## src/hw/rtl/sync_length_checksum_frame_parser_core_assert.svh

```systemverilog
// Assertion macros shared by the frame parser RTL.
// Included by the modules that check their own control logic; no other dependencies.
`ifndef SYNC_LENGTH_CHECKSUM_FRAME_PARSER_CORE_ASSERT_SVH
`define SYNC_LENGTH_CHECKSUM_FRAME_PARSER_CORE_ASSERT_SVH

// Same-cycle implication, checked outside reset.
`define SLCFP_ASSERT_IMPLY(lbl, clk, rst_n, ante, cons, msg) \
  lbl: assert property (@(posedge clk) disable iff (!(rst_n)) (ante) |-> (cons)) \
    else $error(msg);

// Next-cycle implication, checked outside reset.
`define SLCFP_ASSERT_NEXT(lbl, clk, rst_n, ante, cons, msg) \
  lbl: assert property (@(posedge clk) disable iff (!(rst_n)) (ante) |=> (cons)) \
    else $error(msg);

`endif

```

## src/hw/rtl/slcfp_pkg.sv

```systemverilog
// Types and constants shared by the frame parser modules.
// No dependencies; the fifo, front, back and top files refer to it by scoped names.
`default_nettype none

package slcfp_pkg;

  localparam int BYTE_W = 8;
  localparam int LEN_W  = 6;
  localparam int IDX_W  = 5;
  localparam int ADDR_W = 3;
  localparam int DATA_W = 32;

  // Register index as decoded from the word address.
  localparam logic REG_SYNC  = 1'b0;
  localparam logic REG_LIMIT = 1'b1;

  localparam logic [BYTE_W-1:0] SYNC_RESET  = 8'd46;
  localparam logic [LEN_W-1:0]  LIMIT_RESET = 6'd32;

  typedef enum logic [4:0] {
    PH_SYNC  = 5'b00001,
    PH_CMD   = 5'b00010,
    PH_LEN   = 5'b00100,
    PH_DATA  = 5'b01000,
    PH_CHECK = 5'b10000
  } phase_e;

  typedef enum logic [2:0] {
    ST_IDLE = 3'b001,
    ST_READ = 3'b010,
    ST_HOLD = 3'b100
  } back_state_e;

  // One checked frame waiting for emission.
  typedef struct packed {
    logic [BYTE_W-1:0] cmd;
    logic [LEN_W-1:0]  len;
    logic              bank;
  } desc_t;

  // Payload bank handed back by the emitter once a frame is fully sent.
  typedef struct packed {
    logic valid;
    logic bank;
  } rel_t;

endpackage

`default_nettype wire

```

## src/hw/rtl/slcfp_ram.sv

```systemverilog
// Generic single-write, single-read RAM with registered read data.
// No dependencies.
`default_nettype none

module slcfp_ram #(
  parameter int WIDTH = 8,
  parameter int DEPTH = 64
) (
  input  wire logic                     clk_i,
  input  wire logic                     we_i,
  input  wire logic [$clog2(DEPTH)-1:0] waddr_i,
  input  wire logic [WIDTH-1:0]         wdata_i,
  input  wire logic                     re_i,
  input  wire logic [$clog2(DEPTH)-1:0] raddr_i,
  output      logic [WIDTH-1:0]         rdata_o
);

  logic [WIDTH-1:0] mem_q [DEPTH];

  always_ff @(posedge clk_i) begin
    if (we_i) begin
      mem_q[waddr_i] <= wdata_i;
    end
    if (re_i) begin
      rdata_o <= mem_q[raddr_i];
    end
  end

endmodule

`default_nettype wire

```

## src/hw/rtl/slcfp_fifo.sv

```systemverilog
// Two-entry queue of checked frame descriptors between parser and emitter.
// Depends on slcfp_pkg.
`default_nettype none

module slcfp_fifo (
  input  wire logic             clk_i,
  input  wire logic             rst_ni,
  input  wire logic             push_i,
  input  wire slcfp_pkg::desc_t desc_i,
  output      logic             full_o,
  input  wire logic             pop_i,
  output      logic             empty_o,
  output      slcfp_pkg::desc_t desc_o
);

  slcfp_pkg::desc_t slot_q [2];
  logic       wr_ptr_q, wr_ptr_d;
  logic       rd_ptr_q, rd_ptr_d;
  logic [1:0] count_q, count_d;

  assign full_o  = (count_q == 2'd2);
  assign empty_o = (count_q == 2'd0);
  assign desc_o  = slot_q[rd_ptr_q];

  always_comb begin
    wr_ptr_d = wr_ptr_q;
    rd_ptr_d = rd_ptr_q;
    count_d  = count_q;
    if (push_i) begin
      wr_ptr_d = ~wr_ptr_q;
    end
    if (pop_i) begin
      rd_ptr_d = ~rd_ptr_q;
    end
    if (push_i && !pop_i) begin
      count_d = count_q + 2'd1;
    end else if (pop_i && !push_i) begin
      count_d = count_q - 2'd1;
    end
  end

  always_ff @(posedge clk_i or negedge rst_ni) begin
    if (!rst_ni) begin
      wr_ptr_q <= 1'b0;
      rd_ptr_q <= 1'b0;
      count_q  <= 2'd0;
    end else begin
      wr_ptr_q <= wr_ptr_d;
      rd_ptr_q <= rd_ptr_d;
      count_q  <= count_d;
    end
  end

  always_ff @(posedge clk_i) begin
    if (push_i) begin
      slot_q[wr_ptr_q] <= desc_i;
    end
  end

endmodule

`default_nettype wire

```

## src/hw/rtl/slcfp_front.sv

```systemverilog
// Byte parser: sync hunt, header, payload capture into the bank RAM, checksum check.
// Depends on slcfp_pkg and the shared assertion macros.
`default_nettype none

`include "sync_length_checksum_frame_parser_core_assert.svh"

module slcfp_front #(
  parameter int MAX_PAYLOAD = 32,
  localparam int IdxW  = (MAX_PAYLOAD > 1) ? $clog2(MAX_PAYLOAD) : 1,
  localparam int AddrW = IdxW + 1
) (
  input  wire logic                           clk_i,
  input  wire logic                           rst_ni,
  input  wire logic [slcfp_pkg::BYTE_W-1:0]   sync_value_i,
  input  wire logic [slcfp_pkg::LEN_W-1:0]    length_limit_i,
  input  wire logic                           in_valid_i,
  output      logic                           in_ready_o,
  input  wire logic [slcfp_pkg::BYTE_W-1:0]   rx_byte_i,
  output      logic                           ram_we_o,
  output      logic [AddrW-1:0]               ram_waddr_o,
  output      logic [slcfp_pkg::BYTE_W-1:0]   ram_wdata_o,
  output      logic                           push_o,
  output      slcfp_pkg::desc_t               desc_o,
  input  wire logic                           fifo_full_i,
  input  wire slcfp_pkg::rel_t                rel_i
);

  localparam logic [slcfp_pkg::BYTE_W-1:0] MaxLen = slcfp_pkg::BYTE_W'(MAX_PAYLOAD);

  slcfp_pkg::phase_e                phase_q, phase_d;
  logic [slcfp_pkg::BYTE_W-1:0]     cmd_q, cmd_d;
  logic [slcfp_pkg::LEN_W-1:0]      len_q, len_d;
  logic [slcfp_pkg::LEN_W-1:0]      fill_q, fill_d;
  logic [slcfp_pkg::BYTE_W-1:0]     sum_q, sum_d;
  logic                             wbank_q, wbank_d;
  logic [1:0]                       busy_q, busy_d;
  logic [slcfp_pkg::BYTE_W-1:0]     limit;
  logic [slcfp_pkg::LEN_W:0]        fill_inc;
  logic                             accept;
  logic                             is_sync;

  // The usable limit never exceeds the payload store.
  always_comb begin
    if ({2'b00, length_limit_i} > MaxLen) begin
      limit = MaxLen;
    end else begin
      limit = {2'b00, length_limit_i};
    end
  end

  assign fill_inc = {1'b0, fill_q} + 1'b1;
  assign is_sync  = (rx_byte_i == sync_value_i);

  // Stall while the bank to be filled is still being emitted, or while a
  // checksum byte might need a queue slot that is not there.
  assign in_ready_o = !(((phase_q == slcfp_pkg::PH_DATA) && busy_q[wbank_q]) ||
                        ((phase_q == slcfp_pkg::PH_CHECK) && fifo_full_i));
  assign accept = in_valid_i && in_ready_o;

  assign ram_waddr_o = {wbank_q, fill_q[IdxW-1:0]};
  assign ram_wdata_o = rx_byte_i;
  assign desc_o      = '{cmd: cmd_q, len: len_q, bank: wbank_q};

  always_comb begin
    phase_d  = phase_q;
    cmd_d    = cmd_q;
    len_d    = len_q;
    fill_d   = fill_q;
    sum_d    = sum_q;
    wbank_d  = wbank_q;
    ram_we_o = 1'b0;
    push_o   = 1'b0;
    if (accept) begin
      unique case (phase_q)
        slcfp_pkg::PH_CMD: begin
          cmd_d   = rx_byte_i;
          sum_d   = rx_byte_i;
          phase_d = slcfp_pkg::PH_LEN;
        end
        slcfp_pkg::PH_LEN: begin
          if (rx_byte_i > limit) begin
            if (is_sync) begin
              fill_d  = '0;
              sum_d   = '0;
              phase_d = slcfp_pkg::PH_CMD;
            end else begin
              phase_d = slcfp_pkg::PH_SYNC;
            end
          end else begin
            len_d   = rx_byte_i[slcfp_pkg::LEN_W-1:0];
            sum_d   = sum_q + rx_byte_i;
            phase_d = (rx_byte_i == '0) ? slcfp_pkg::PH_CHECK : slcfp_pkg::PH_DATA;
          end
        end
        slcfp_pkg::PH_DATA: begin
          ram_we_o = 1'b1;
          fill_d   = fill_inc[slcfp_pkg::LEN_W-1:0];
          sum_d    = sum_q + rx_byte_i;
          if (fill_inc >= {1'b0, len_q}) begin
            phase_d = slcfp_pkg::PH_CHECK;
          end
        end
        slcfp_pkg::PH_CHECK: begin
          if (rx_byte_i == ~sum_q) begin
            push_o  = 1'b1;
            phase_d = slcfp_pkg::PH_SYNC;
            if (len_q != '0) begin
              wbank_d = ~wbank_q;
            end
          end else if (is_sync) begin
            fill_d  = '0;
            sum_d   = '0;
            phase_d = slcfp_pkg::PH_CMD;
          end else begin
            phase_d = slcfp_pkg::PH_SYNC;
          end
        end
        default: begin
          if (is_sync) begin
            fill_d  = '0;
            sum_d   = '0;
            phase_d = slcfp_pkg::PH_CMD;
          end else begin
            phase_d = slcfp_pkg::PH_SYNC;
          end
        end
      endcase
    end
  end

  always_comb begin
    busy_d = busy_q;
    if (rel_i.valid) begin
      busy_d[rel_i.bank] = 1'b0;
    end
    if (push_o && (len_q != '0)) begin
      busy_d[wbank_q] = 1'b1;
    end
  end

  always_ff @(posedge clk_i or negedge rst_ni) begin
    if (!rst_ni) begin
      phase_q <= slcfp_pkg::PH_SYNC;
      cmd_q   <= '0;
      len_q   <= '0;
      fill_q  <= '0;
      sum_q   <= '0;
      wbank_q <= 1'b0;
      busy_q  <= 2'b00;
    end else begin
      phase_q <= phase_d;
      cmd_q   <= cmd_d;
      len_q   <= len_d;
      fill_q  <= fill_d;
      sum_q   <= sum_d;
      wbank_q <= wbank_d;
      busy_q  <= busy_d;
    end
  end

  `SLCFP_ASSERT_IMPLY(a_write_free_bank, clk_i, rst_ni, ram_we_o, !busy_q[wbank_q], "payload write into a bank still being emitted")
  `SLCFP_ASSERT_NEXT(a_bank_flips, clk_i, rst_ni, push_o && (len_q != '0), wbank_q != $past(wbank_q), "bank did not advance after a stored frame")

endmodule

`default_nettype wire

```

## src/hw/rtl/slcfp_back.sv

```systemverilog
// Emitter: sends one result per payload byte of each queued frame, or one for an empty frame.
// Depends on slcfp_pkg and the shared assertion macros.
`default_nettype none

`include "sync_length_checksum_frame_parser_core_assert.svh"

module slcfp_back #(
  parameter int MAX_PAYLOAD = 32,
  localparam int IdxW  = (MAX_PAYLOAD > 1) ? $clog2(MAX_PAYLOAD) : 1,
  localparam int AddrW = IdxW + 1
) (
  input  wire logic                         clk_i,
  input  wire logic                         rst_ni,
  input  wire logic                         fifo_empty_i,
  input  wire slcfp_pkg::desc_t             desc_i,
  output      logic                         pop_o,
  output      logic                         ram_re_o,
  output      logic [AddrW-1:0]             ram_raddr_o,
  input  wire logic [slcfp_pkg::BYTE_W-1:0] ram_rdata_i,
  output      slcfp_pkg::rel_t              rel_o,
  output      logic                         out_valid_o,
  input  wire logic                         out_ready_i,
  output      logic [slcfp_pkg::BYTE_W-1:0] frame_command_o,
  output      logic [slcfp_pkg::LEN_W-1:0]  frame_length_o,
  output      logic [slcfp_pkg::IDX_W-1:0]  byte_index_o,
  output      logic [slcfp_pkg::BYTE_W-1:0] payload_byte_o,
  output      logic                         has_payload_o,
  output      logic                         last_o
);

  slcfp_pkg::back_state_e        st_q, st_d;
  logic [slcfp_pkg::BYTE_W-1:0]  cmd_q, cmd_d;
  logic [slcfp_pkg::LEN_W-1:0]   len_q, len_d;
  logic                          bank_q, bank_d;
  logic [slcfp_pkg::LEN_W-1:0]   cnt_q, cnt_d;
  logic [slcfp_pkg::LEN_W:0]     cnt_inc;
  logic                          ov_q, ov_d;
  logic [slcfp_pkg::BYTE_W-1:0]  od_q, od_d;
  logic [slcfp_pkg::IDX_W-1:0]   oidx_q, oidx_d;
  logic                          ohas_q, ohas_d;
  logic                          olast_q, olast_d;

  assign cnt_inc = {1'b0, cnt_q} + 1'b1;

  assign out_valid_o     = ov_q;
  assign frame_command_o = cmd_q;
  assign frame_length_o  = len_q;
  assign byte_index_o    = oidx_q;
  assign payload_byte_o  = od_q;
  assign has_payload_o   = ohas_q;
  assign last_o          = olast_q;

  always_comb begin
    st_d        = st_q;
    cmd_d       = cmd_q;
    len_d       = len_q;
    bank_d      = bank_q;
    cnt_d       = cnt_q;
    ov_d        = ov_q;
    od_d        = od_q;
    oidx_d      = oidx_q;
    ohas_d      = ohas_q;
    olast_d     = olast_q;
    pop_o       = 1'b0;
    ram_re_o    = 1'b0;
    ram_raddr_o = {bank_q, cnt_q[IdxW-1:0]};
    rel_o       = '{valid: 1'b0, bank: bank_q};
    unique case (st_q)
      slcfp_pkg::ST_IDLE: begin
        if (!fifo_empty_i) begin
          pop_o  = 1'b1;
          cmd_d  = desc_i.cmd;
          len_d  = desc_i.len;
          bank_d = desc_i.bank;
          cnt_d  = '0;
          if (desc_i.len == '0) begin
            // An empty frame still yields one marker result.
            ov_d    = 1'b1;
            od_d    = '0;
            oidx_d  = '0;
            ohas_d  = 1'b0;
            olast_d = 1'b1;
            st_d    = slcfp_pkg::ST_HOLD;
          end else begin
            ram_re_o    = 1'b1;
            ram_raddr_o = {desc_i.bank, {IdxW{1'b0}}};
            st_d        = slcfp_pkg::ST_READ;
          end
        end
      end
      slcfp_pkg::ST_READ: begin
        ov_d    = 1'b1;
        od_d    = ram_rdata_i;
        oidx_d  = cnt_q[slcfp_pkg::IDX_W-1:0];
        ohas_d  = 1'b1;
        olast_d = (cnt_inc == {1'b0, len_q});
        st_d    = slcfp_pkg::ST_HOLD;
      end
      slcfp_pkg::ST_HOLD: begin
        if (out_ready_i) begin
          ov_d = 1'b0;
          if (olast_q) begin
            rel_o.valid = ohas_q;
            st_d        = slcfp_pkg::ST_IDLE;
          end else begin
            cnt_d       = cnt_inc[slcfp_pkg::LEN_W-1:0];
            ram_re_o    = 1'b1;
            ram_raddr_o = {bank_q, cnt_inc[IdxW-1:0]};
            st_d        = slcfp_pkg::ST_READ;
          end
        end
      end
      default: begin
        st_d = slcfp_pkg::ST_IDLE;
      end
    endcase
  end

  always_ff @(posedge clk_i or negedge rst_ni) begin
    if (!rst_ni) begin
      st_q <= slcfp_pkg::ST_IDLE;
      ov_q <= 1'b0;
    end else begin
      st_q <= st_d;
      ov_q <= ov_d;
    end
  end

  always_ff @(posedge clk_i) begin
    cmd_q   <= cmd_d;
    len_q   <= len_d;
    bank_q  <= bank_d;
    cnt_q   <= cnt_d;
    od_q    <= od_d;
    oidx_q  <= oidx_d;
    ohas_q  <= ohas_d;
    olast_q <= olast_d;
  end

  `SLCFP_ASSERT_IMPLY(a_no_result_while_fetching, clk_i, rst_ni, st_q == slcfp_pkg::ST_READ, !ov_q, "result shown while its byte is still being fetched")
  `SLCFP_ASSERT_IMPLY(a_index_in_frame, clk_i, rst_ni, ov_q && ohas_q, cnt_q < len_q, "payload index beyond frame length")

endmodule

`default_nettype wire

```

## src/hw/rtl/sync_length_checksum_frame_parser_core.sv

```systemverilog
// Top level of the sync / length / checksum frame parser.
// Depends on slcfp_pkg, slcfp_front, slcfp_fifo, slcfp_back and slcfp_ram.
//
//   Channel   Direction  Handshake                   Payload
//   rx        in         in_valid_i / in_ready_o      rx_byte_i
//   result    out        out_valid_o / out_ready_i    frame_command_o .. last_o
//   config    in         APB psel/penable/pwrite      paddr, pwdata, prdata
//
// The parser takes one byte per cycle. It stalls only while the payload bank
// it must fill is still being emitted, or on a checksum byte when the queue
// of checked frames is full. The emitter picks up each frame from the queue,
// then reads the RAM and presents one result at a time for each payload byte.
// Reset is asynchronous and active low; it returns the parser to sync hunt,
// empties the queue and loads the register defaults.
`default_nettype none

module sync_length_checksum_frame_parser_core #(
  parameter int MAX_PAYLOAD = 32
) (
  input  wire logic                          clk_i,
  input  wire logic                          rst_ni,
  // Received bytes.
  input  wire logic                          in_valid_i,
  output      logic                          in_ready_o,
  input  wire logic [slcfp_pkg::BYTE_W-1:0]  rx_byte_i,
  // Frame results.
  output      logic                          out_valid_o,
  input  wire logic                          out_ready_i,
  output      logic [slcfp_pkg::BYTE_W-1:0]  frame_command_o,
  output      logic [slcfp_pkg::LEN_W-1:0]   frame_length_o,
  output      logic [slcfp_pkg::IDX_W-1:0]   byte_index_o,
  output      logic [slcfp_pkg::BYTE_W-1:0]  payload_byte_o,
  output      logic                          has_payload_o,
  output      logic                          last_o,
  // Register port.
  input  wire logic                          psel,
  input  wire logic                          penable,
  input  wire logic                          pwrite,
  input  wire logic [slcfp_pkg::ADDR_W-1:0]  paddr,
  input  wire logic [slcfp_pkg::DATA_W-1:0]  pwdata,
  output      logic [slcfp_pkg::DATA_W-1:0]  prdata,
  output      logic                          pready
);

  localparam int IdxW     = (MAX_PAYLOAD > 1) ? $clog2(MAX_PAYLOAD) : 1;
  localparam int AddrW    = IdxW + 1;
  localparam int RamDepth = 2 ** AddrW;

  logic [slcfp_pkg::BYTE_W-1:0] sync_q;
  logic [slcfp_pkg::LEN_W-1:0]  limit_q;
  logic                         cfg_wr;

  logic                         ram_we;
  logic [AddrW-1:0]             ram_waddr;
  logic [slcfp_pkg::BYTE_W-1:0] ram_wdata;
  logic                         ram_re;
  logic [AddrW-1:0]             ram_raddr;
  logic [slcfp_pkg::BYTE_W-1:0] ram_rdata;

  logic                         push;
  logic                         pop;
  logic                         fifo_full;
  logic                         fifo_empty;
  slcfp_pkg::desc_t             desc_in;
  slcfp_pkg::desc_t             desc_out;
  slcfp_pkg::rel_t              rel;

  // The register port never waits. A write lands at the access cycle; the
  // word address selects the register and the low address bits are ignored.
  assign pready = 1'b1;
  assign cfg_wr = psel && penable && pwrite;

  always_ff @(posedge clk_i or negedge rst_ni) begin
    if (!rst_ni) begin
      sync_q  <= slcfp_pkg::SYNC_RESET;
      limit_q <= slcfp_pkg::LIMIT_RESET;
    end else if (cfg_wr) begin
      unique case (paddr[2])
        slcfp_pkg::REG_SYNC:  sync_q  <= pwdata[slcfp_pkg::BYTE_W-1:0];
        slcfp_pkg::REG_LIMIT: limit_q <= pwdata[slcfp_pkg::LEN_W-1:0];
        default: ;
      endcase
    end
  end

  always_comb begin
    unique case (paddr[2])
      slcfp_pkg::REG_SYNC:  prdata = slcfp_pkg::DATA_W'(sync_q);
      slcfp_pkg::REG_LIMIT: prdata = slcfp_pkg::DATA_W'(limit_q);
      default:              prdata = '0;
    endcase
  end

  // The parser fills one of two payload banks while the emitter may still
  // be reading the other, so a new frame can arrive during emission.
  slcfp_front #(
    .MAX_PAYLOAD (MAX_PAYLOAD)
  ) u_front (
    .clk_i          (clk_i),
    .rst_ni         (rst_ni),
    .sync_value_i   (sync_q),
    .length_limit_i (limit_q),
    .in_valid_i     (in_valid_i),
    .in_ready_o     (in_ready_o),
    .rx_byte_i      (rx_byte_i),
    .ram_we_o       (ram_we),
    .ram_waddr_o    (ram_waddr),
    .ram_wdata_o    (ram_wdata),
    .push_o         (push),
    .desc_o         (desc_in),
    .fifo_full_i    (fifo_full),
    .rel_i          (rel)
  );

  // Checked frames wait here; a frame enters only once its checksum matched.
  slcfp_fifo u_fifo (
    .clk_i   (clk_i),
    .rst_ni  (rst_ni),
    .push_i  (push),
    .desc_i  (desc_in),
    .full_o  (fifo_full),
    .pop_i   (pop),
    .empty_o (fifo_empty),
    .desc_o  (desc_out)
  );

  slcfp_ram #(
    .WIDTH (slcfp_pkg::BYTE_W),
    .DEPTH (RamDepth)
  ) u_ram (
    .clk_i   (clk_i),
    .we_i    (ram_we),
    .waddr_i (ram_waddr),
    .wdata_i (ram_wdata),
    .re_i    (ram_re),
    .raddr_i (ram_raddr),
    .rdata_o (ram_rdata)
  );

  // The emitter's output register holds a result while the parser keeps
  // taking bytes; a finished bank is handed back when its last result goes.
  slcfp_back #(
    .MAX_PAYLOAD (MAX_PAYLOAD)
  ) u_back (
    .clk_i           (clk_i),
    .rst_ni          (rst_ni),
    .fifo_empty_i    (fifo_empty),
    .desc_i          (desc_out),
    .pop_o           (pop),
    .ram_re_o        (ram_re),
    .ram_raddr_o     (ram_raddr),
    .ram_rdata_i     (ram_rdata),
    .rel_o           (rel),
    .out_valid_o     (out_valid_o),
    .out_ready_i     (out_ready_i),
    .frame_command_o (frame_command_o),
    .frame_length_o  (frame_length_o),
    .byte_index_o    (byte_index_o),
    .payload_byte_o  (payload_byte_o),
    .has_payload_o   (has_payload_o),
    .last_o          (last_o)
  );

endmodule

`default_nettype wire

```

## config.mk

```make
export PLATFORM = sky130hd
export DESIGN_NAME = sync_length_checksum_frame_parser_core
export DESIGN_NICKNAME = d
export VERILOG_FILES = /design/src/hw/rtl/slcfp_pkg.sv /design/src/hw/rtl/slcfp_ram.sv /design/src/hw/rtl/slcfp_fifo.sv /design/src/hw/rtl/slcfp_front.sv /design/src/hw/rtl/slcfp_back.sv /design/src/hw/rtl/sync_length_checksum_frame_parser_core.sv
export VERILOG_INCLUDE_DIRS = /design/src /design/src/hw/rtl
export SDC_FILE = /design/constraint.sdc
export NUM_CORES = 1
export LEC_CHECK = 0
export BUFFER_PORTS_ARGS = -buffer_cell sky130_fd_sc_hd__buf_2
export CAP_MARGIN = 20
export CORE_MARGIN = 3
export CORE_UTILIZATION = 45
export DETAILED_ROUTE_END_ITERATION = 16
export PLACE_DENSITY_LB_ADDON = 0.1
export SETUP_SLACK_MARGIN = 0.15
export SYNTH_ARGS = -nofsm -noshare
export SYNTH_HDL_FRONTEND = slang
export SYNTH_SLANG_ARGS = --single-unit
```

## constraint.sdc

```tcl
create_clock -name clk_i -period 6.5 [get_ports clk_i]
set_clock_uncertainty 0.05 [all_clocks]
set_input_delay 1.3 -clock clk_i [delete_from_list [all_inputs] [get_ports clk_i]]
set_output_delay 1.3 -clock clk_i [all_outputs]
set_load 0.01 [all_outputs]
```

Yosys cells after proc, flatten, opt, wreduce, memory -nomap -nowiden
Memories as Yosys holds them, arrays and structs flattened. A register that Yosys moved wholly into a read port is not among the register bits.
Cells that the tools add are included.
Widths: inputs -> output; s select.

storage, ports and cells
  flip-flop bits (word level) = 94
  bits in writable memories = 542
  output and inout bits = 64
  logic and storage cells = 173
  memories kept = 2

memories
  memory         words  width  read ports  clocked after memory_dff  write ports  RTL line          text
  u_ram.mem_q    64     8      1           1                         1            slcfp_ram.sv:18   logic [WIDTH-1:0] mem_q [DEPTH];
  u_fifo.slot_q  2      15     1           0                         1            slcfp_fifo.sv:16  slcfp_pkg::desc_t slot_q [2];

operators by class
  add/subtract/negate cells = 5
  $lt $le $gt $ge = 7
  eq/ne operators = 18
  muxes and demuxes = 73
  bitwise logic cells = 11
  reduce and logical (&&, ||, !) cells = 35

operators by type and width
  operator             number
  $pmux 32 s2          1
  $mux 6               9
  $mux 5               8
  $mux 8               5
  $pmux 8 s4           1
  $mux 1               27
  $pmux 6 s2           2
  $pmux 6 s4           1
  $pmux 5 s4           1
  $eq 8x8->1           2
  $pmux 8 s2           1
  $reduce_and 4->1     4
  $add 6x1->7 const B  2
  $reduce_and 2->1     7
  $mux 2               6
  $logic_and 1x1->1    10
  $ne 2x2->1 const B   5
  $pmux 5 s2           1
  $mux 3               3
  $pmux 3 s3           1
  $add 8x8->8          1
  $gt 8x6->1           1
  $logic_not 8->1      1
  $not 8->8            1
  31 further kinds     48

Logic depth before layout (Yosys ltp)
  depth after elaboration = 11
  depth in mapped cells = 13
  mapped depth without buffers = 12

Cells and area by module
Synthesis repeated with hierarchy kept, for this count alone.

unflattened totals
  cells, all modules = 1460
  area, all modules = 26774.4 µm²

by module, submodules not included
  module                                  instances  cells each  area an instance (µm²)
  slcfp_ram                               1          940         20240.7
  slcfp_front                             1          269         2617.5
  slcfp_back                              1          122         1757.9
  slcfp_fifo                              1          63          1321.3
  sync_length_checksum_frame_parser_core  1          66          837.1

Least setup slack after synthesis
OpenSTA, ideal clock, no wires.

  path kind = input port to flip-flop
  start point = input port rx_byte_i[2] (netlist bit)
  end point = memory u_fifo.slot_q[0][0] (netlist bit), enable pin
  arrival = 3.355 ns
  data required time = 6.044 ns
  setup slack = 2.688 ns
  cell stages on the path = 5
  path buffers = 0
  path through = ha_1 nand4_1 nor4_1 nand2_1 nor3_1

on the way
  longest elaborated chain between the ends = 6

RTL lines
  what                          RTL line                                      text
  start: declaration            sync_length_checksum_frame_parser_core.sv:25  input wire logic [slcfp_pkg::BYTE_W-1:0] rx_byte_i,
  $eq 8x8->1                    slcfp_front.sv:104                            if (rx_byte_i == ~sum_q) begin
  $mux 1                        slcfp_front.sv:104
  $mux 1                        slcfp_front.sv:74                             unique case (phase_q)
  $mux 1                        slcfp_front.sv:73                             if (accept) begin
  $mux 1                        slcfp_fifo.sv:55                              if (push_i) begin
  $mux 1 (not written as such)  slcfp_fifo.sv:56                              slot_q[wr_ptr_q] <= desc_i;
  end: declaration              slcfp_fifo.sv:16

No other way between the ends.

Worst setup path after layout
  start point = register u_fifo.rd_ptr_q
  end point = register u_ram.rdata_o[1] (read register of u_ram.mem_q), data pin

on the way
  longest elaborated chain between the ends = 5
  elaborated cells between the ends (all ways) = 8
  those cells by class = 6 x mux; 1 x reduce/logical; 1 x memory

RTL lines
  what                                      RTL line          text
  start: declaration                        slcfp_fifo.sv:18  logic rd_ptr_q, rd_ptr_d;
  start signal: assignment                  slcfp_fifo.sv:49  rd_ptr_q <= rd_ptr_d;
  $mem_v2 2x15 *                            --
  $logic_not 6->1                           slcfp_back.sv:76  if (desc_i.len == '0) begin
  $mux 6 or $mux 1 (tied branches)          slcfp_back.sv:76
  $mux 6 or $mux 1 (tied branches)          slcfp_back.sv:70  if (!fifo_empty_i) begin
  $pmux 6 s2 or $pmux 1 s2 (tied branches)  slcfp_back.sv:68  unique case (st_q)
  end: declaration                          slcfp_ram.sv:15   output logic [WIDTH-1:0] rdata_o

Mark *: on every way between the ends. The rest lies on a longest branch, timed or not.
A chain may end at the register's enable or synchronous reset.

==> metrics.txt <==
1st-iter DRT viols=1497; number of buffers inserted during clock tree synthesis=69; clock latency of the later-clocked register in the worst-skew pair=roughly 0.6 ns; Min-Delay Path Class=register to register; total of fill cells in the finished design=between 4k and 5k; ys async rst share=0.09006; final setup violating endpoints=0; RSZ-0062 raised after global routing=false; H-tree level count=3; cell type of the slowest stage on the worst timing path=dfrtp_1; design internal power=approximately 6.8 mW; Ys Warns=0; CP Max Fanout=25; cell chain of the critical path=or4b_2 -> o22ai_1 -> a21oi_2 -> nor2_4 -> buf_4 -> a222oi_1 -> nand3_1 -> and4_1 -> nand4_1; Total Power Consumption=8.542 mW; number of nets at the end of the flow=1931; total number of clock tree sinks=644; mean instance size in the synthesized netlist=15.01 sq um; Vias/cell=5.698; sequential fraction of the synthesis area=0.7149; die width=249.4 um; count of flip-flops with a built-in enable after synthesis=586; Distinct cells, synth=69; largest net degree at the start of global routing=86; final instance area=between 0.02 and 0.03 sq mm; crit path launch type=register; DP Area=approximately 0.028 sq mm; Initial Utilization=0.4585; final weighted congestion in routability-driven placement=0.8126; remaining number of nets flagged by the antenna check after routing=0; outcome=finished, final reports clean; via total after detailed routing=15.25k; count of max-cap constraint violations=0; register clock-pin slew on the reported worst setup and hold paths=0.06 ns; buffers plus inverters on the worst setup path=1; fraction of power spent switching nets=0.2068; top-level I/O count=~110; sequential share of power=0.537; n_diodes=0; number of synthesized register bits=~640; setup slack after layout=1.961 ns; worst-case vdd ir drop=187.0 uV; hold-fix buffers at CTS=0; leakage power=10.21 nW; worst endpoint data arrival time=4.81 ns; Cell Rows=88; final critical-path share of the clock period=0.6982; buffer cell driving the clock tree root=clkbuf_16; fraction of layout instances using a drive strength above 1=0.1361; DR pass1 iterations=6; relative contribution of the clock network to total power=0.432; power density normalized to cell area=285.7 mW/mm^2; Total Neg Setup Slack=0 ns; Req. time, crit path=approximately 6.8 ns; proportion of power drawn by combinational gates=0.031; die area=0.06219 sq mm; net switching power=1.766 mW; worst slew margin relative to its limit=0.2459; Util after Layout=0.5142; final global-route overflow total=0; count of endpoints failing hold in the final timing report=0; buffers inserted by post-CTS timing repair=0; drt drc=0; Crit Path Class=register to register; number of buffers inserted by port buffering=62; time the final worst path needs with I/O delays and setup=4.539 ns; Final HPWL DP=approximately 40 mm; f_max=220.3 MHz; final-report max-slew violation count=0; CTS tree=built; pin slew with the least headroom to its limit=1.127 ns; average wire length per cell after detail routing=24.61 um; Synth Instances=1776; Worst setup EP type=register; number of buffers on the longest clock path=3; Post-Place Worst Slack=roughly 1.6 ns; prevailing post-synth register cell=edfxtp_1; overall global routing resource usage=0.2101; wire length of the first global-routing pass=between 90 and 100 mm; biggest cell delay along the critical path=0.87 ns; count of cells resized by post-cts repair=0; growth of design area from synthesis to finish=12.15%; via count of the first global-routing pass=15.23k; summed instance area of the synthesized netlist=about 0.027 sq mm; Worst path top cell family by delay=simple AND/OR/NAND/NOR gates; number of antenna violations at the first check in global routing=5; die extent in y=249.4 um; core area=0.05814 sq mm; WL final=65.84 mm
==> cells in the final DEF (no fill, tap or decap), drive strengths merged, types with 30 or more instances in the layout <==
cell,instances
nand3,117
clkinv,30
mux2,51
clkbuf,87
nand2,187
buf,93
edfxtp,586
mux2i,185
dfrtp,51
a222oi,56
nor2,109
==> power groups by stage <==
stage,logic (mW),registers [mW],clock network [mW]
CTS,0.266,4.58,3.77
global placement,0.258,4.67,0
detailed placement,0.265,4.67,0
global route,0.294,4.59,3.94
finish,0.265,4.58,3.69
floorplan,0.150,4.65,0
==> worst paths after layout <==
| path | startpoint | to | slack [ns] | depth (start not counted) |
|---|---|---|---|---|
| setup / recovery | u_fifo.rd_ptr_q$_DFFE_PN0P_ | u_ram.rdata_o[1]$_DFFE_PP_ | 1.96 | 9 |
| hold / removal | u_front.phase_q[0]$_DFFE_PN1P_ | u_front.phase_q[0]$_DFFE_PN1P_ | 0.41 | 2 |
| setup reg to reg | u_fifo.rd_ptr_q$_DFFE_PN0P_ | u_ram.rdata_o[1]$_DFFE_PP_ | 1.96 | 9 |
| hold reg to reg | u_front.phase_q[0]$_DFFE_PN1P_ | u_front.phase_q[0]$_DFFE_PN1P_ | 0.41 | 2 |
| max in group asynchronous | rst_ni | u_front.fill_q[2]$_DFFE_PN0P_ | 5.04 | 2 |
| min in group asynchronous | rst_ni | sync_q[4]$_DFFE_PN0P_ | 0.82 | 2 |
==> cells in the mapped netlist (8+ instances only) <==
cell        n  area share
nand4_1    17      0.0040
nand2_1   187       0.026
a222oi_1   56       0.021
and4_1      8      0.0026
nor2_1    105       0.015
a22oi_1    12      0.0034
buf_2      34      0.0064
mux2i_1   185       0.069
o21ai_0    27      0.0051
nor3_1     10      0.0019
buf_1       8      0.0011
nor2b_1    13      0.0031
a21o_1     10      0.0028
a31oi_1    19      0.0045
xor2_1     19      0.0062
mux2_2     51       0.022
dfrtp_1    51       0.048
inv_1      24      0.0034
a32oi_1     9      0.0030
and2_1     18      0.0042
xnor2_1    16      0.0053
clkbuf_1   29      0.0041
ha_1       22       0.010
a21oi_1    19      0.0036
nand3_1   117       0.022
buf_4      33      0.0093
edfxtp_1  586        0.66
==> routing by layer <==
metal / wire length, um / GRT usage
met5: 0 / 0
met4: 1689 / 0.06565
met3: 3928 / 0.03095
met2: 30950 / 0.3346
met1: 29270 / 0.3004
==> worst register-to-register path, cell delays in order (launching register included) <==
cell      delay, ns
dfrtp_1        0.87
or4b_2         0.65
o22ai_1        0.37
a21oi_2        0.25
nor2_4         0.72
buf_4          0.47
a222oi_1       0.23
nand3_1        0.20
and4_1         0.33
nand4_1        0.12
==> sequential cells by signal, summed over array words and instances, names as in the netlist, 2 cells and up <==
register,flops
u_back.byte_index_o,5
u_front.sum_q,8
u_front.busy_q,2
u_back.frame_length_o,6
u_fifo.count_q,2
u_fifo.slot_q,30
u_back.frame_command_o,8
u_back.st_q,3
u_front.fill_q,6
limit_q,6
u_front.cmd_q,8
u_ram.rdata_o,8
sync_q,8
u_back.cnt_q,6
u_back.payload_byte_o,8
u_front.phase_q,5
u_front.len_q,6
u_ram.mem_q,512
==> logic make-up after synthesis <==
family | share of synthesized area
compound gates | 0.05712
xor+xnor | 0.01150
fa+ha+maj | 0.01108
buf+inv | 0.02469
flops | 0.7149
mux | 0.09101
other cells | 0.0002817
simple gates | 0.08942
==> per-stage QoR <==
step	std cells	hold WS (ns)
floorplan	1799	0.3866
global placement	2552	0.3973
detailed placement	2552	0.4055
CTS	2676	0.4140
global route	2676	0.4287
finish	2676	0.4123
==> final cells by class <==
type                    instances  area (sq um)  share of cell area
clock buffers                  87          1858             0.06215
clock inverters                37         259.0            0.008663
inverters                      24         90.09            0.003013
multi-input cells            1026          7082              0.2369
flip-flops and latches        644         19060              0.6374
well taps                     765         957.2             0.03202
repair buffers                 93         593.1             0.01984
Note: power is estimated with default switching activity, not from simulation.
